<file path="src/sv/usac_pkg.sv">
// shared types and constants for the unique source address counter
package usac_pkg;

  // default capacity of the address table
  localparam int TABLE_DEPTH_DEF = 128;

  // field widths
  localparam int ADDR_W  = 48;
  localparam int LEN_W   = 16;
  localparam int CHAN_W  = 4;
  localparam int TICK_W  = 16;
  localparam int PKT_W   = 32;
  localparam int TOTAL_W = 8;

  // stream word widths
  localparam int IN_DATA_W  = 64;
  localparam int OUT_DATA_W = 48;

  // configuration port
  localparam int CFG_ADDR_W = 3;
  localparam int CFG_DATA_W = 16;

  localparam logic [CFG_ADDR_W-1:0] CFG_MIN_LEN  = 3'd0;
  localparam logic [CFG_ADDR_W-1:0] CFG_FIRST_CH = 3'd1;
  localparam logic [CFG_ADDR_W-1:0] CFG_LAST_CH  = 3'd2;
  localparam logic [CFG_ADDR_W-1:0] CFG_DWELL    = 3'd3;
  localparam logic [CFG_ADDR_W-1:0] CFG_REPORT   = 3'd4;

  // register values after reset
  localparam logic [LEN_W-1:0]  RST_MIN_LEN  = 16'd36;
  localparam logic [CHAN_W-1:0] RST_FIRST_CH = 4'd1;
  localparam logic [CHAN_W-1:0] RST_LAST_CH  = 4'd13;
  localparam logic [TICK_W-1:0] RST_DWELL    = 16'd250;
  localparam logic [TICK_W-1:0] RST_REPORT   = 16'd1000;

  // lookup request to the address table
  typedef struct packed {
    logic              start;
    logic [ADDR_W-1:0] addr;
  } lookup_req_t;

  // lookup response from the address table
  typedef struct packed {
    logic done;
    logic is_new;
  } lookup_rsp_t;

  // channel hop and report settings
  typedef struct packed {
    logic [CHAN_W-1:0] first_ch;
    logic [CHAN_W-1:0] last_ch;
    logic [TICK_W-1:0] dwell;
    logic [TICK_W-1:0] report;
  } hop_cfg_t;

  // events and channel for the current tick
  typedef struct packed {
    logic              hop;
    logic              report;
    logic [CHAN_W-1:0] channel_nxt;
    logic [CHAN_W-1:0] channel;
  } hop_stat_t;

endpackage

</file>
<file path="src/sv/usac_hop_timer.sv">
// dwell and report timers with the channel hop register
module usac_hop_timer (
  input  logic               clk,
  input  logic               rst_n,
  input  logic               tick,
  input  usac_pkg::hop_cfg_t cfg,
  output usac_pkg::hop_stat_t stat
);

  logic [usac_pkg::TICK_W-1:0] dwell_r, dwell_nxt;
  logic [usac_pkg::TICK_W-1:0] report_r, report_nxt;
  logic [usac_pkg::CHAN_W-1:0] channel_r, channel_nxt;
  logic [usac_pkg::TICK_W-1:0] dwell_inc;
  logic [usac_pkg::TICK_W-1:0] report_inc;
  logic [usac_pkg::CHAN_W:0]   ch_inc;
  logic                        hop;
  logic                        rep;

  // saturating timer steps and hop target
  always_comb begin
    dwell_inc  = (dwell_r != '1) ? dwell_r + usac_pkg::TICK_W'(1) : dwell_r;
    report_inc = (report_r != '1) ? report_r + usac_pkg::TICK_W'(1) : report_r;
    hop        = dwell_inc >= cfg.dwell;
    rep        = report_inc >= cfg.report;
    ch_inc     = {1'b0, channel_r} + (usac_pkg::CHAN_W + 1)'(1);
    if (hop) begin
      channel_nxt = (ch_inc > {1'b0, cfg.last_ch}) ? cfg.first_ch
                                                   : ch_inc[usac_pkg::CHAN_W-1:0];
      dwell_nxt   = '0;
    end else begin
      channel_nxt = channel_r;
      dwell_nxt   = dwell_inc;
    end
    report_nxt = rep ? '0 : report_inc;
  end

  // timers advance on ticks only
  always_ff @(posedge clk) begin
    if (!rst_n) begin
      dwell_r   <= '0;
      report_r  <= '0;
      channel_r <= usac_pkg::RST_FIRST_CH;
    end else if (tick) begin
      dwell_r   <= dwell_nxt;
      report_r  <= report_nxt;
      channel_r <= channel_nxt;
    end
  end

  assign stat.hop         = hop;
  assign stat.report      = rep;
  assign stat.channel_nxt = channel_nxt;
  assign stat.channel     = channel_r;

endmodule
</file>
<file path="config.mk">
export PLATFORM = sky130hd
export DESIGN_NAME = usac_hop_timer
export DESIGN_NICKNAME = d
export VERILOG_FILES = /design/src/sv/usac_pkg.sv /design/src/sv/usac_hop_timer.sv
export SDC_FILE = /design/constraint.sdc
export NUM_CORES = 1
export LEC_CHECK = 0
export BUFFER_PORTS_ARGS = -buffer_cell sky130_fd_sc_hd__buf_2
export CORE_MARGIN = 2
export CORE_UTILIZATION = 58
export CTS_BUF_LIST = sky130_fd_sc_hd__clkbuf_16
export CTS_CLUSTER_SIZE = 30
export DETAILED_ROUTE_END_ITERATION = 8
export PLACE_DENSITY = 0.82
export SETUP_SLACK_MARGIN = 0.05
export SLEW_MARGIN = 20
export SYNTH_ARGS = -nofsm -noshare
export SYNTH_HDL_FRONTEND = slang
export SYNTH_SLANG_ARGS = --single-unit
</file>
<file path="constraint.sdc">
create_clock -name clk -period 5.3 [get_ports clk]
set_input_delay 0.795 -clock clk [delete_from_list [all_inputs] [get_ports clk]]
set_output_delay 0.795 -clock clk [all_outputs]
set_load 0.01 [all_outputs]
</file>
==> summary.txt <==
==============================================================================
Result of the run ...............................................    completed
Worst r2r path cells ............................................           13
Post-DP Area ....................................................    3561 um^2
Crit Reg-Reg Startpoint .........................................  report_r[7]
Setup repair after global routing missed its margin .............           no
Synth cell count leaders ........................................ inv_1 (43), ha_1 (39), a21oi_1 (37)
Net count after synthesis .......................................          507
CTS tree ........................................................          yes
Antenna violations before repair ................................            0
Mapped Cells ....................................................          425
Setup Total Neg Slack ...........................................         0 ps
Critical path launch point type .................................    flip-flop
Post-synthesis async set-or-reset flop share ....................           0%
Synth top area cells ............................................ dfxtp_1 (22%), ha_1 (15%), a21oi_1 (5.6%), inv_1 (4.9%), o21ai_0 (3.6%)
Crit path kind .................................................. flip-flop to primary output
Clock sinks .....................................................           36
YS warnings .....................................................            0
Max-Cap Viols ...................................................            0
Total count of hold-check failures in the final report ..........            0
Data arrival time at the worst-slack endpoint ...................      4150 ps
Die Ht ..........................................................     79.55 um
Static leakage power ............................................     1.782 nW
Quantity of I/O buffers inserted on ports .......................           52
Final core utilization ..........................................       67.19%
H-Tree Depth ....................................................            2
Total number of vias ............................................         3187
Largest area contributor in the netlist .........................      dfxtp_1
Count of flip-flops with a built-in enable after synthesis ......            0
Fmax ............................................................    202.0 MHz
Worst clock skew ................................................     4.836 ps
Synth-to-Final Area Change ......................................       11.75%
Total setup buffers inserted after CTS ..........................            0
Destination of the worst register-to-register timing path ....... report_r[11]
Post-Layout Inst Area ...........................................    3700 um^2
Insertion delay of the later-clocked pin in the worst-skew pair .       280 ps
First-pass GRT wire length ......................................     12900 um
Number of routed nets with antenna violations ...................            0
Overall Power ...................................................    0.6829 mW
Worst Path Max Fanout ...........................................           31
Syn_area_per_cell ...............................................   7.790 um^2
Maximum number of pins on one net before global-route repair ....           32
Maximum resistive drop on vdd ...................................    0.1748 mV
Full die area ...................................................    6328 um^2
Chip Width ......................................................     79.55 um
Initial drt markers .............................................          213
P per Cell Area ................................................. 184.6 nW/um^2
Top FF cell, synth ..............................................      dfxtp_1
Total routing usage reported by global routing ..................       25.45%
Total clock buffers created by CTS ..............................            5
Hold Buf Count CTS ..............................................            0
Class of the worst hold path .................................... flip-flop to flip-flop
Worst reg-to-reg setup slack ....................................      1230 ps
Number of failing setup endpoints in the final timing report ....            0
Max Root-Sink Buffers ...........................................            2
Placeable Area ..................................................    5507 um^2
Aggregate global routing overflow ...............................            0
Synth cell types ................................................           65
Startpoint of the most critical hold path .......................  report_r[6]
Hold Path Depth .................................................            1
DRC Markers .....................................................            0
Share of layout cells above drive strength 1 ....................       17.23%
Total number of placement rows ..................................           27
Worst Max-Slew Pin Slew .........................................     710.2 ps
Final Critical Period ...........................................      4950 ps
Number of vias per cell .........................................        5.880
DRT Wirelength ..................................................      7688 um
DPL Wire Length .................................................      5871 um
Placer's final routability congestion estimate ..................       0.8312
Root buffer cell ................................................    clkbuf_16
Crit end category ............................................... primary output
Post-layout nets ................................................          552
Share of the synthesized area in the top cell type ..............       21.77%
Hold Path End ...................................................  report_r[6]
Required time at the endpoint of the critical path ..............      4510 ps
Number of diodes ................................................            0
Relative slew slack .............................................       52.48%
Ports placed on the boundary ....................................           53
Clock transition at the registers of the reported paths .........        50 ps
Initial core utilization ........................................       60.12%
Final Slew Violations ...........................................            0
Number of global-route vias before repair .......................         2925
Cell with the most instances after synthesis ....................        inv_1
Flip-flop and latch count after synthesis .......................           36
Final Cycle Share ...............................................       93.39%
Pre-Repair DR Iteration Count ...................................            4
Post-DR wirelength/cell .........................................     14.18 um
Post-synthesis instance area ....................................    3311 um^2
Proportion of synthesized chip area in sequential cells .........       21.77%
==============================================================================
## worst max path at each step
stage	startpoint	to	slack, ps	cells after the start
2_1_floorplan	dwell_r[0]	stat[6]	990	12
3_3_place_gp	dwell_r[3]	stat[7]	670	12
6_report	dwell_r[3]	stat[7]	350	12
3_5_place_dp	dwell_r[3]	stat[7]	510	12
4_1_cts	dwell_r[3]	stat[7]	200	12
5_1_grt	dwell_r[3]	stat[7]	110	12
## cell type report
| class | instances | area [um^2] |
|---|---|---|
| clock buffer | 5 | 125.1 |
| clock inverter | 2 | 7.507 |
| fill | 491 | 1807 |
| inverter | 44 | 165.2 |
| multi-input combinational | 329 | 2316 |
| sequential | 36 | 720.7 |
| tap | 72 | 90.09 |
| timing repair buffer | 54 | 275.3 |
## what timing repair did
action                                 CTS  global route
resized for setup                        0             1
endpoints found under the hold margin    0             0
setup endpoints to repair                0             4
## critical path, stage by stage, from the launching register on
cell     delay [ps]
dfxtp_1         510
nand4_4         180
nor4_2          470
and3_1          250
and3b_1         190
nor2_1           60
ha_1            310
nand4_1         160
or4_1           550
o32a_2          390
nand2_4         300
mux2_2          380
buf_2           140
## metal layers
layer  part of all wire [%]  global-route usage (%)
met5                      0                       0
met3                    4.6                   4.072
met2                     48                   44.79
met1                     45                   30.84
met4                    2.0                   9.828
## kinds of logic after synthesis
logic type / share of synthesized area (%)
xor+xnor: 4.762
buf+inv: 8.465
simple gates: 25.28
flops: 21.77
compound gates: 21.35
fa+ha+maj: 14.74
mux: 3.628
## power breakdown
group	switching (mW)	total (mW)	internal (mW)
sequential	0.0104	0.289	0.278
combinational	0.0656	0.117	0.0510
clock	0.109	0.278	0.168
total	0.185	0.683	0.498
## metrics by stage
stage | hold WS (ps) | std cells | setup WS [ps]
after CTS | 495.7 | 542 | 199.4
after global placement | 471.3 | 535 | 667.6
after detailed placement | 487.2 | 535 | 509.1
after global routing | 533.7 | 542 | 108.6
final | 507.3 | 542 | 350.1
after floorplan | 452.0 | 425 | 986.1
## sequential cells by signal, summed over array words and instances (netlist names)
name       count
dwell_r       16
report_r      16
channel_r      4
## layout by cell type (no fill, tap or decap), types with 3 or more instances in the layout
| cell type | Yosys | final |
|---|---|---|
| mux2i_1 | 3 | 3 |
| mux2_2 | 8 | 8 |
| ha_1 | 39 | 39 |
| nor3_1 | 4 | 4 |
| clkbuf_16 | 0 | 5 |
| xor2_1 | 7 | 7 |
| nand3_1 | 22 | 22 |
| buf_2 | 1 | 52 |
| clkinv_1 | 1 | 3 |
| o21a_1 | 6 | 6 |
| nand4_1 | 8 | 8 |
| nand2b_1 | 8 | 8 |
| nand2_1 | 30 | 30 |
| nor2_1 | 32 | 32 |
| and3_1 | 9 | 9 |
| a31o_2 | 4 | 4 |
| a21oi_1 | 37 | 37 |
| dfxtp_1 | 36 | 36 |
| o21ai_0 | 24 | 24 |
| a22o_1 | 5 | 5 |
| a31oi_1 | 6 | 6 |
| nand3b_1 | 7 | 7 |
| and2_1 | 3 | 3 |
| inv_1 | 43 | 43 |
| nor2b_1 | 3 | 3 |
| nor4_1 | 5 | 4 |
| xnor2_1 | 11 | 11 |
| nor4b_1 | 4 | 4 |
| a21o_1 | 5 | 5 |
(Power assumes the default switching activity.)
